**src/hdl/u8u16_pkg.sv**
```systemverilog
// Shared types and constants for the UTF-8 to UTF-16 lenient decoder.
package u8u16_pkg;

    // Fixed UTF-16 code units and offsets.
    localparam logic [15:0] REPL_UNIT      = 16'hFFFD;
    localparam logic [15:0] HIGH_SURR_BASE = 16'hD800;
    localparam logic [15:0] LOW_SURR_BASE  = 16'hDC00;
    localparam logic [20:0] SUPP_OFFSET    = 21'h10000;

    // Payload of one input item.
    typedef struct packed {
        logic [7:0] byte_in;
        logic       end_of_buffer;
    } byte_item_t;

    // Payload of one result item.
    typedef struct packed {
        logic [15:0] code_unit;
        logic        run_last;
        logic        stream_done;
    } unit_item_t;

    // What follows the replacement units of a job.
    typedef enum logic [1:0] {
        TAIL_NONE = 2'd0,
        TAIL_UNIT = 2'd1,
        TAIL_PAIR = 2'd2
    } tail_kind_t;

    // One classified byte: a run of replacement units, then an optional tail.
    typedef struct packed {
        logic [2:0]  rep_count;
        tail_kind_t  tail_kind;
        logic [20:0] tail_point;
        logic        stream_done;
    } job_t;

    // Number of code units a job expands into.
    function automatic logic [2:0] job_units(job_t job);
        logic [2:0] tail_units;
        unique case (job.tail_kind)
            TAIL_UNIT: tail_units = 3'd1;
            TAIL_PAIR: tail_units = 3'd2;
            default:   tail_units = 3'd0;
        endcase
        return job.rep_count + tail_units;
    endfunction

endpackage

```
**src/hdl/u8u16_stream_if.sv**
```systemverilog
// Valid/ready stream interface used for the byte input and the code unit output.
interface u8u16_stream_if #(parameter type payload_t = logic);

    logic     valid;
    logic     ready;
    payload_t payload;

    modport source (output valid, output payload, input ready);
    modport sink (input valid, input payload, output ready);

endinterface

```
**src/hdl/u8u16_front.sv**
```systemverilog
// Front end: accepts bytes, tracks the pending sequence and classifies each byte into a job.
module u8u16_front (
    input  logic               clk,
    input  logic               rst_n,
    u8u16_stream_if.sink       byte_stream,
    input  logic               queue_full,
    output logic               push,
    output u8u16_pkg::job_t    job
);
    import u8u16_pkg::*;

    logic [20:0] point_reg, point_next;
    logic [1:0]  needed_reg, needed_next;
    logic [1:0]  taken_reg, taken_next;

    logic        accept;
    logic [7:0]  b;
    logic        last;
    logic        pending;
    logic        is_cont;
    logic [20:0] gathered;
    logic [1:0]  need_dec;
    logic [1:0]  taken_inc;
    logic [1:0]  lead_extra;
    logic [20:0] lead_bits;
    logic [2:0]  reps;
    tail_kind_t  tail_kind;
    logic [20:0] tail_point;

    assign b        = byte_stream.payload.byte_in;
    assign last     = byte_stream.payload.end_of_buffer;
    assign pending  = (needed_reg != 2'd0);
    assign is_cont  = (b[7:6] == 2'b10);
    assign gathered = {point_reg[14:0], b[5:0]};
    assign need_dec = needed_reg - 2'd1;
    assign taken_inc = taken_reg + 2'd1;

    // Classify the byte against the pending sequence and work out the next state.
    always_comb
    begin
        point_next  = point_reg;
        needed_next = needed_reg;
        taken_next  = taken_reg;
        reps        = 3'd0;
        tail_kind   = TAIL_NONE;
        tail_point  = '0;
        lead_extra  = 2'd0;
        lead_bits   = '0;

        if (pending && is_cont)
        begin
            if (need_dec == 2'd0)
            begin
                // Sequence complete: emit the code point, as a pair above the BMP.
                tail_point  = gathered;
                tail_kind   = (gathered[20:16] != 5'd0) ? TAIL_PAIR : TAIL_UNIT;
                point_next  = '0;
                needed_next = 2'd0;
                taken_next  = 2'd0;
            end
            else if (last)
            begin
                // Truncated at the end: replace the lead and every byte taken.
                reps        = 3'd1 + {1'b0, taken_inc};
                point_next  = '0;
                needed_next = 2'd0;
                taken_next  = 2'd0;
            end
            else
            begin
                point_next  = gathered;
                needed_next = need_dec;
                taken_next  = taken_inc;
            end
        end
        else
        begin
            if (pending)
            begin
                // Bad continuation: replace what was gathered, then treat the byte as a lead.
                reps        = 3'd1 + {1'b0, taken_reg};
                point_next  = '0;
                needed_next = 2'd0;
                taken_next  = 2'd0;
            end

            priority if (b[7] == 1'b0)
            begin
                tail_kind  = TAIL_UNIT;
                tail_point = {13'd0, b};
            end
            else if (b[7:5] == 3'b110)
            begin
                lead_extra = 2'd1;
                lead_bits  = {16'd0, b[4:0]};
            end
            else if (b[7:4] == 4'b1110)
            begin
                lead_extra = 2'd2;
                lead_bits  = {17'd0, b[3:0]};
            end
            else if (b[7:3] == 5'b11110)
            begin
                lead_extra = 2'd3;
                lead_bits  = {18'd0, b[2:0]};
            end
            else
            begin
                // Stray continuation or a lead from 0xF8 up.
                reps = reps + 3'd1;
            end

            if (lead_extra != 2'd0)
            begin
                if (last)
                begin
                    reps = reps + 3'd1;
                end
                else
                begin
                    point_next  = lead_bits;
                    needed_next = lead_extra;
                    taken_next  = 2'd0;
                end
            end
        end

        // The last byte of a buffer always leaves the decoder idle.
        if (last)
        begin
            point_next  = '0;
            needed_next = 2'd0;
            taken_next  = 2'd0;
        end
    end

    assign byte_stream.ready = !queue_full;
    assign accept = byte_stream.valid && byte_stream.ready;
    assign push   = accept && ((reps != 3'd0) || (tail_kind != TAIL_NONE));

    always_comb
    begin
        job.rep_count   = reps;
        job.tail_kind   = tail_kind;
        job.tail_point  = tail_point;
        job.stream_done = last;
    end

    // Sequence state.
    always_ff @(posedge clk or negedge rst_n)
    begin
        if (!rst_n)
        begin
            point_reg  <= '0;
            needed_reg <= 2'd0;
            taken_reg  <= 2'd0;
        end
        else if (accept)
        begin
            point_reg  <= point_next;
            needed_reg <= needed_next;
            taken_reg  <= taken_next;
        end
    end

    // A surrogate pair only comes from a completed sequence, never after replacements.
    assert property (@(posedge clk) disable iff (!rst_n)
        (push && (job.tail_kind == TAIL_PAIR)) |-> (job.rep_count == 3'd0))
        else $error("surrogate pair job carries replacement units");

    // The final byte of a buffer leaves no sequence pending.
    assert property (@(posedge clk) disable iff (!rst_n)
        (accept && last) |=> ((needed_reg == 2'd0) && (taken_reg == 2'd0)))
        else $error("sequence still pending after end of buffer");

endmodule

```
**src/hdl/u8u16_queue.sv**
```systemverilog
// Short job queue between the front end and the unit emitter.
module u8u16_queue (
    input  logic               clk,
    input  logic               rst_n,
    input  logic               push,
    input  u8u16_pkg::job_t    push_job,
    output logic               full,
    input  logic               pop,
    output logic               head_valid,
    output u8u16_pkg::job_t    head_job
);
    import u8u16_pkg::*;

    localparam int DEPTH = 4;
    localparam int PTR_W = $clog2(DEPTH);

    job_t             slot_reg [DEPTH];
    logic [PTR_W-1:0] wr_ptr_reg;
    logic [PTR_W-1:0] rd_ptr_reg;
    logic [PTR_W:0]   count_reg;

    assign full       = (count_reg == (PTR_W + 1)'(DEPTH));
    assign head_valid = (count_reg != '0);
    assign head_job   = slot_reg[rd_ptr_reg];

    // Job storage.
    always_ff @(posedge clk)
    begin
        if (push)
        begin
            slot_reg[wr_ptr_reg] <= push_job;
        end
    end

    // Pointers and fill count.
    always_ff @(posedge clk or negedge rst_n)
    begin
        if (!rst_n)
        begin
            wr_ptr_reg <= '0;
            rd_ptr_reg <= '0;
            count_reg  <= '0;
        end
        else
        begin
            if (push)
            begin
                wr_ptr_reg <= wr_ptr_reg + PTR_W'(1);
            end
            if (pop)
            begin
                rd_ptr_reg <= rd_ptr_reg + PTR_W'(1);
            end
            if (push && !pop)
            begin
                count_reg <= count_reg + (PTR_W + 1)'(1);
            end
            else if (pop && !push)
            begin
                count_reg <= count_reg - (PTR_W + 1)'(1);
            end
        end
    end

    assert property (@(posedge clk) disable iff (!rst_n) push |-> !full)
        else $error("job pushed into a full queue");

    assert property (@(posedge clk) disable iff (!rst_n) pop |-> head_valid)
        else $error("job popped from an empty queue");

endmodule

```
**src/hdl/u8u16_back.sv**
```systemverilog
// Back end: expands each job into UTF-16 code units, one unit per cycle while unit_stream is ready.
module u8u16_back (
    input  logic               clk,
    input  logic               rst_n,
    input  logic               head_valid,
    input  u8u16_pkg::job_t    head_job,
    output logic               pop,
    u8u16_stream_if.source     unit_stream
);
    import u8u16_pkg::*;

    logic [2:0]  idx_reg;
    logic        out_valid_reg;
    unit_item_t  unit_reg;

    logic [2:0]  total;
    logic [2:0]  tail_pos;
    logic [20:0] offset_point;
    logic [15:0] high_unit;
    logic [15:0] low_unit;
    logic [15:0] unit_value;
    logic        is_last;
    logic        load;

    assign total        = job_units(head_job);
    assign tail_pos     = idx_reg - head_job.rep_count;
    assign offset_point = head_job.tail_point - SUPP_OFFSET;
    assign high_unit    = HIGH_SURR_BASE + {5'd0, offset_point[20:10]};
    assign low_unit     = LOW_SURR_BASE + {6'd0, offset_point[9:0]};
    assign is_last      = (idx_reg == (total - 3'd1));

    // Pick the unit at the current position of the job.
    always_comb
    begin
        if (idx_reg < head_job.rep_count)
        begin
            unit_value = REPL_UNIT;
        end
        else
        begin
            unique case (head_job.tail_kind)
                TAIL_UNIT: unit_value = head_job.tail_point[15:0];
                TAIL_PAIR: unit_value = (tail_pos == 3'd0) ? high_unit : low_unit;
                default:   unit_value = REPL_UNIT;
            endcase
        end
    end

    assign load = head_valid && (!out_valid_reg || unit_stream.ready);
    assign pop  = load && is_last;

    assign unit_stream.valid   = out_valid_reg;
    assign unit_stream.payload = unit_reg;

    // Output register payload.
    always_ff @(posedge clk)
    begin
        if (load)
        begin
            unit_reg.code_unit   <= unit_value;
            unit_reg.run_last    <= is_last;
            unit_reg.stream_done <= head_job.stream_done;
        end
    end

    // Output valid and position within the current job.
    always_ff @(posedge clk or negedge rst_n)
    begin
        if (!rst_n)
        begin
            out_valid_reg <= 1'b0;
            idx_reg       <= 3'd0;
        end
        else
        begin
            if (load)
            begin
                out_valid_reg <= 1'b1;
                idx_reg       <= is_last ? 3'd0 : (idx_reg + 3'd1);
            end
            else if (unit_stream.ready)
            begin
                out_valid_reg <= 1'b0;
            end
        end
    end

    assert property (@(posedge clk) disable iff (!rst_n) head_valid |-> (idx_reg < total))
        else $error("unit position ran past the end of the job");

endmodule

```
**src/hdl/utf8_to_utf16_lenient_decoder_top.sv**
```systemverilog
// Top level of the lenient UTF-8 to UTF-16 decoder.
//
// The decoder takes one UTF-8 byte per cycle on byte_stream while the job queue is not full,
// and delivers UTF-16 code units on unit_stream, one unit per cycle while unit_stream is
// ready. A byte gives zero to four units: nothing while a sequence is still being gathered,
// one unit for ASCII or a finished BMP code point, a surrogate pair for a finished
// supplementary code point, and runs of 0xFFFD where the input is malformed or cut off by
// end_of_buffer. A byte is classified in the cycle it is accepted and placed as a job in a
// four-entry queue; the emitter turns the job at the head into units, one per cycle, behind
// an output register. Input is therefore sustained at one byte per cycle as long as bytes
// average at most one unit each and unit_stream stays ready; a byte that gives n units holds
// the emitter until all n are out, and the queue absorbs such bursts and output stalls. A
// byte's job is registered in the queue and its first unit in the output register. There are
// no checks for overlong forms, encoded surrogates or values above 0x10FFFF.
module utf8_to_utf16_lenient_decoder_top (
    input  logic           clk,
    input  logic           rst_n,
    u8u16_stream_if.sink   byte_stream,
    u8u16_stream_if.source unit_stream
);
    import u8u16_pkg::*;

    logic  push;
    logic  full;
    logic  pop;
    logic  head_valid;
    job_t  push_job;
    job_t  head_job;

    u8u16_front u_front (
        .clk         (clk),
        .rst_n       (rst_n),
        .byte_stream (byte_stream),
        .queue_full  (full),
        .push        (push),
        .job         (push_job)
    );

    u8u16_queue u_queue (
        .clk        (clk),
        .rst_n      (rst_n),
        .push       (push),
        .push_job   (push_job),
        .full       (full),
        .pop        (pop),
        .head_valid (head_valid),
        .head_job   (head_job)
    );

    u8u16_back u_back (
        .clk         (clk),
        .rst_n       (rst_n),
        .head_valid  (head_valid),
        .head_job    (head_job),
        .pop         (pop),
        .unit_stream (unit_stream)
    );

endmodule

```
**src/flat_wrapper.sv**
```systemverilog
// flat-port wrapper written by rule: the top's interface ports become plain ports
module utf8_to_utf16_lenient_decoder_top_flat import u8u16_pkg::*;
  (clk, rst_n, byte_stream_valid, byte_stream_payload, byte_stream_ready, unit_stream_valid, unit_stream_payload, unit_stream_ready);
  u8u16_stream_if #(.payload_t(byte_item_t)) byte_stream_i ();
  u8u16_stream_if #(.payload_t(unit_item_t)) unit_stream_i ();
  input  logic clk;
  input  logic rst_n;
  input wire logic [$bits(byte_stream_i.valid)-1:0] byte_stream_valid;
  input wire logic [$bits(byte_stream_i.payload)-1:0] byte_stream_payload;
  output wire logic [$bits(byte_stream_i.ready)-1:0] byte_stream_ready;
  output wire logic [$bits(unit_stream_i.valid)-1:0] unit_stream_valid;
  output wire logic [$bits(unit_stream_i.payload)-1:0] unit_stream_payload;
  input wire logic [$bits(unit_stream_i.ready)-1:0] unit_stream_ready;
  assign byte_stream_i.valid = byte_stream_valid;
  assign byte_stream_i.payload = byte_stream_payload;
  assign byte_stream_ready = byte_stream_i.ready;
  assign unit_stream_valid = unit_stream_i.valid;
  assign unit_stream_payload = unit_stream_i.payload;
  assign unit_stream_i.ready = unit_stream_ready;
  utf8_to_utf16_lenient_decoder_top u_core (.clk(clk), .rst_n(rst_n), .byte_stream(byte_stream_i), .unit_stream(unit_stream_i));
endmodule
```
**config.mk**
```make
export PLATFORM = sky130hd
export DESIGN_NAME = utf8_to_utf16_lenient_decoder_top_flat
export DESIGN_NICKNAME = d
export VERILOG_FILES = /design/src/hdl/u8u16_pkg.sv /design/src/hdl/u8u16_stream_if.sv /design/src/hdl/u8u16_front.sv /design/src/hdl/u8u16_queue.sv /design/src/hdl/u8u16_back.sv /design/src/hdl/utf8_to_utf16_lenient_decoder_top.sv /design/src/flat_wrapper.sv
export SDC_FILE = /design/constraint.sdc
export NUM_CORES = 1
export LEC_CHECK = 0
export BUFFER_PORTS_ARGS = -buffer_cell sky130_fd_sc_hd__buf_2
export CAP_MARGIN = 10
export CORE_MARGIN = 2
export CORE_UTILIZATION = 55
export CTS_CLUSTER_DIAMETER = 50
export DETAILED_ROUTE_END_ITERATION = 10
export GPL_TIMING_DRIVEN = 1
export PLACE_DENSITY = 0.79
export SLEW_MARGIN = 40
export SYNTH_ARGS = -nofsm -noshare
export SYNTH_HDL_FRONTEND = slang
export SYNTH_SLANG_ARGS = --single-unit
```
**constraint.sdc**
```tcl
create_clock -name clk -period 5.5 [get_ports clk]
set_input_delay 0.825 -clock clk [delete_from_list [all_inputs] [get_ports clk]]
set_output_delay 0.825 -clock clk [all_outputs]
set_load 0.03 [all_outputs]
```
Yosys cells after proc, flatten, opt, wreduce, memory -nomap -nowiden
Memory sizes are Yosys's and may differ from the RTL's.
Cells that the tools add are included.
{ "word_totals": {"out_inout_bits": 20, "word_cells": 115, "register_bits": 48, "ramBits": 108, "mem_count": 1} }
{ "memory_table": {"columns": ["memory", "depth", "width", "rd", "rd_clocked_by_memory_dff", "write_ports", "line", "text"], "rows": [
  ["u_core.u_queue.slot_reg", 4, 27, 1, 0, 1, "u8u16_queue.sv:17", "job_t slot_reg [DEPTH];"]
]} }
{ "classes": {"n_addsub": 17, "n_lt_le_gt_ge": 1, "n_reduce_logical": 25, "mux": 52, "n_eq_ne": 8} }
{ "ops": {"columns": ["cell", "n"], "rows": [
  ["15-bit two-way mux", 5],
  ["3-bit two-way mux", 16],
  ["21-bit two-way mux", 2],
  ["2-bit two-way mux", 17],
  ["16-bit one-hot mux with 2 select lines", 1],
  ["21-bit by 17-bit subtractor with 21-bit output (second input constant)", 1],
  ["15-bit by 11-bit adder with 16-bit output (first input constant)", 1],
  ["15-bit by 12-bit adder with 16-bit output (first input constant)", 1],
  ["16-bit two-way mux", 1],
  ["3-bit by 1-bit adder with 3-bit output (second input constant)", 4],
  ["5-bit two-way mux", 2],
  ["2-bit nonzero test", 5],
  ["1-bit logical AND", 7],
  ["7-bit two-way mux", 1],
  ["1-bit by 2-bit adder with 3-bit output (first input constant)", 2],
  ["2-bit by 1-bit adder with 2-bit output (second input constant)", 3],
  ["3-bit equality test (second input constant)", 2],
  ["3-bit nonzero test", 2],
  ["3-bit by 1-bit subtractor with 3-bit output (second input constant)", 2],
  ["5-bit equality test (second input constant)", 1],
  ["1-bit two-way mux", 5],
  ["5-bit nonzero test", 1],
  ["2-bit equality test (second input constant)", 2],
  ["4-bit equality test (second input constant)", 1],
  ["other kinds (14)", 18]
]} }

Depth between registers and ports, before layout
{ "depth": {"word_depth": 20, "ltp_mapped": 22} }

Cells and area by module
A second synthesis with hierarchy kept.
{ "hier_totals": {"hier_cells": 476, "hier_area_um2": 7048.0} }
{ "modules_own_cells": {"columns": ["module", "cells_each", "n_inst", "area_each_um2"], "rows": [
  ["u8u16_queue", 175, 1, 4300.4],
  ["u8u16_back", 139, 1, 1391.3],
  ["u8u16_front", 162, 1, 1356.3]
]} }

Worst setup path before layout
OpenSTA, ideal clock, no wires.
{ "synth_path": {"path_type": "register to register", "from": "reg u_core.u_queue.rd_ptr_reg[0]", "to": "reg u_core.u_queue.count_reg[1]", "t_required_ps": 5375, "arrival_time_ps": 4857, "path_stages_with_launch": 21, "path_slack_ps": 519, "period_less_slack_ps": 4981, "path_buffers": 5, "path_cell_list": "dfrtp_1 > buf_2 > buf_2 > buf_4 > mux4_2 > inv_1 > ha_1 > clkbuf_1 > clkbuf_1 > inv_1 > ha_1 > inv_1 > ha_1 > xnor3_1 > xnor2_1 > nor3_1 > nand2_1 > ha_1 > inv_1 > fa_1 > mux2_2"} }
{ "synth_via": {"elab_chain_len": 10, "word_cells_on_any_way": 13, "cone_classes": "2 x add/sub; 3 x eq/ne; 2 x mux; 5 x reduce/logical; 1 x memory"} }
{ "synth_lines": {"columns": ["element", "line", "text"], "rows": [
  ["from (decl)", "u8u16_queue.sv:19", "logic [PTR_W-1:0] rd_ptr_reg;"],
  ["from (signal assigned)", "u8u16_queue.sv:52", "rd_ptr_reg <= rd_ptr_reg + PTR_W'(1);"],
  ["memory read 4 x 27 bit (*)", null, null],
  ["2-bit equality test or 2-bit by 1-bit equality test with 1-bit output (tied branches)", "u8u16_pkg.sv:41", "unique case (job.tail_kind)"],
  ["2-bit one-hot mux with 2 select lines", "u8u16_pkg.sv:41", null],
  ["3-bit by 2-bit adder with 3-bit output (*)", "u8u16_pkg.sv:46", "return job.rep_count + tail_units;"],
  ["3-bit by 1-bit subtractor with 3-bit output (*)", "u8u16_back.sv:30", "assign is_last = (idx_reg == (total - 3'd1));"],
  ["3-bit equality test (*)", "u8u16_back.sv:30", null],
  ["via u_core.u_back.is_last", "u8u16_back.sv:22", "logic is_last;"],
  ["1-bit logical AND (*)", "u8u16_back.sv:50", "assign pop = load && is_last;"],
  ["1-bit zero test", "u8u16_queue.sv:54", "if (push && !pop)"],
  ["1-bit logical AND", "u8u16_queue.sv:54", null],
  ["3-bit two-way mux or 2-bit nonzero test (tied branches)", null, null],
  ["to (signal assigned)", "u8u16_queue.sv:56", "count_reg <= count_reg + (PTR_W + 1)'(1);"],
  ["to (signal assigned)", "u8u16_queue.sv:60", "count_reg <= count_reg - (PTR_W + 1)'(1);"],
  ["to (decl)", "u8u16_queue.sv:20", "logic [PTR_W:0] count_reg;"]
]} }
Mark *: on every way through the listed nets, which the timed path passes. The rest lies on a longest branch.
A chain may end at the register's enable or synchronous reset.

Worst setup path after layout
Ends and elaborated chain as after synthesis.

==> flow_summary_export.csv <==
group,metric,value,unit
layout,n_antenna_cell,0,
yosys,ys_seq_area_share,64.9,%
layout,syn2layout_area_growth,12.9,%
timing,rsz0062_at_grt,"no",
floorplanning,die_w,117,µm
clock_tree,hold_buffers,0,
yosys,synth_top_family_by_area,"multiplexers",
placement,place_inst,658,
yosys,synth-edff-count,126,
clock_tree,cts.sinks,156,
yosys,ys_async_sr_fraction,19.2,%
yosys,syn_inst,472,
timing,slew_viol_final,0,
pwr,vdd_drop_max,0.205,mV
timing,max_clock_freq,0.214,GHz
timing,fin_crit_sh,84.8,%
worst_setup_path,required,5.81,ns
grt,grt_max_degree,36,
timing,setup_viol,0,
layout,layout-drive-gt1-share,20.7,%
timing,fin_ws,0.835,ns
floorplanning,row_count,41,
pwr,power_density,563,nW/µm²
timing,tns,0,ns
layout,fin_cells,690,
worst_setup_path,criticalPathCategory,"register to register",
layout,largest_reg_flops,108,
clock_tree,cts_tree,"built",
layout,nNetsFinal,540,
timing,whs,0.455,ns
yosys,syn-num-nets,507,
detailed_routing,ant_nets,0,
floorplanning,core_area,12500,µm²
clock_tree,cts_root_buf,"clkbuf_16",
run,max_cap_violations,0,
detailed_routing,route.vias.total,4027,
yosys,yosysTopAreaCell,"edfxtp_1",
timing,fin_skew,0.00654,ns
yosys,synth_most_common_cell,"edfxtp_1",
pwr,finalPower,4.44,mW
yosys,synth_xor_area_share,2.33,%
floorplanning,start_util,55.8,%
placement,place_congestion,0.836,
detailed_routing,vias_per_cell,5.84,
clock_tree,numCtsBuffers,17,
worst_setup_path,worstPathMaxFanout,10,
worst_setup_path,arrival,4.98,ns
grt,grt_pass1_wl,22.3,mm
clock_tree,cts_resized,0,
grt,grt_remaining_overflow,0,
yosys,ys_types,54,
placement,io_buffers,32,
detailed_routing,wl_per_cell,20.3,µm
yosys,avgSynthCellArea,14.8,µm²
yosys,synth_simple_gate_area_share,8.79,%
timing,max-slew-margin-rel,49.7,%
layout,seqCellArea,4540,µm²
detailed_routing,dr.pass1.iters,5,
placement,pre_cts_slack,0.892,ns
yosys,synth_compound_area_share,6.41,%
yosys,synth.top_cell.area_share,54.2,%
placement,place_hpwl,9.02,mm
yosys,synth-main-ff-cell,"edfxtp_1",
outcome,outcome,"finished clean",
yosys,synth_area_leaders,"edfxtp_1 54%, dfrtp_1 11%, mux4_2 8.7%",
clock_tree,htreeDepth,4,
clock_tree,clock_path_buffers,2,
layout,multi_input_area,2260,µm²
timing,final-hold-violation-count,0,
yosys,synth_common_cells,"126 x edfxtp_1, 48 x nand2_1, 32 x o21ai_0",
detailed_routing,drt_iter0_markers,289,
timing,tightestPinTransition,0.743,ns
yosys,ys.warnings.count,0,
detailed_routing,drc,0,
timing,final.min_clock_period,4.67,ns
pwr,p_leak,2.94,nW
min_path,hold_path.class,"input pin to async pin",
clock_tree,post-cts-setup-buffers,0,
floorplanning,io-pin-count,33,
yosys,synth_area,6990,µm²
clock_tree,clk_pin_slew_worst_paths,0.06,ns
grt,antenna_found_initial,0,
worst_setup_path,worst_setup_path_start_kind,"register",
yosys,synthMuxAreaShare,10.7,%
floorplanning,die_area,13600,µm²
yosys,ys_seq_elements,156,
floorplanning,die_y,117,µm
detailed_routing,wirelength,14.0,mm
grt,grt_pass1_vias,3991,
yosys,synthAdderAreaFrac,4.05,%
clock_tree,clk_latency,0.42,ns
layout,fillers,909,
worst_setup_path,cp-end-kind,"register",
grt,grt_usage,22.9,%
==> critical path, cell delays in order, from the launching register on <==
cell     delay [ns]
dfrtp_2        0.57
mux4_2         0.60
inv_1          0.08
ha_1           0.29
inv_1          0.19
ha_1           0.31
inv_1          0.04
ha_1           0.20
xnor3_1        0.34
xnor2_1        0.13
nor3_1         0.60
nand2_1        0.20
ha_1           0.27
inv_1          0.07
fa_1           0.40
mux2_2         0.27
==> cell usage in the layout (no fill, tap or decap), types with 5 or more instances in the layout <==
cell / netlist / layout
nor3_1: 8 / 8
edfxtp_1: 126 / 126
inv_1: 22 / 21
nand2_1: 48 / 48
mux2i_1: 10 / 10
dfrtp_1: 30 / 29
o21ai_0: 32 / 32
and2_1: 10 / 10
clkbuf_16: 0 / 17
clkinv_4: 0 / 6
a21oi_1: 12 / 12
buf_2: 3 / 32
and3_1: 17 / 17
nor2_1: 17 / 16
xor2_1: 6 / 6
ha_1: 21 / 21
xnor2_1: 10 / 10
mux4_2: 27 / 27
buf_4: 2 / 5
==> path summary, 6_finish.rpt <==
kind | slack [ns] | to | depth (start not counted) | from
setup / recovery | 0.83 | u_core.u_queue.count_reg[1] | 15 | u_core.u_queue.rd_ptr_reg[0]
hold / removal | 0.46 | u_core.u_queue.count_reg[1] | 1 | rst_n
setup reg to reg | 0.83 | u_core.u_queue.count_reg[1] | 15 | u_core.u_queue.rd_ptr_reg[0]
hold reg to reg | 0.48 | u_core.u_front.point_reg[9] | 2 | u_core.u_front.point_reg[9]
max in group asynchronous | 4.51 | u_core.u_queue.rd_ptr_reg[0] | 1 | rst_n
min in group clk | 0.48 | u_core.u_front.point_reg[9] | 2 | u_core.u_front.point_reg[9]
==> per-stage QoR <==
step / util, % / cell area [µm²]
after CTS: 63.0 / 7890
final: 63.0 / 7890
after global routing: 63.0 / 7890
after detailed placement: 58.2 / 7290
after global placement: 58.2 / 7280
after floorplan: - / 6990
==> metal layers <==
layer / part of all wire [%] / GRT usage, % / up-vias
met4: 1.9 / 8.39 / 0
met2: 51 / 37.8 / 142
met5: 0 / 0 / -
met1: 41 / 29.9 / 2018
li1: - / - / 1842
met3: 5.8 / 5.60 / 25
==> area by class of cell <==
cell class | instances | area share (%)
Sequential cell | 156 | 57.5
Tap cell | 172 | 2.73
Timing Repair Buffer | 37 | 2.51
Multi-Input combinational cell | 271 | 28.6
Clock inverter | 14 | 2.17
Inverter | 22 | 1.05
Clock buffer | 18 | 5.44
==> report_power, final <==
group / switching, mW / internal, mW / total [mW]
sequential: 0.129 / 1.58 / 1.71
combinational: 0.924 / 0.633 / 1.56
clock: 0.458 / 0.714 / 1.17
total: 1.51 / 2.93 / 4.44
==> logic make-up (layout without fill, tap and decap cells) <==
kind of cell | count (synthesis) | count (layout)
buffers and inverters | 45 | 91
AO/OA/AOI/OAI | 69 | 69
adder cells (fa/ha/maj) | 22 | 22
XOR/XNOR | 17 | 17
AND/OR/NAND/NOR | 123 | 123
flip-flops | 156 | 156
multiplexers | 40 | 40
No activity file was read; power rests on OpenSTA's default activity.
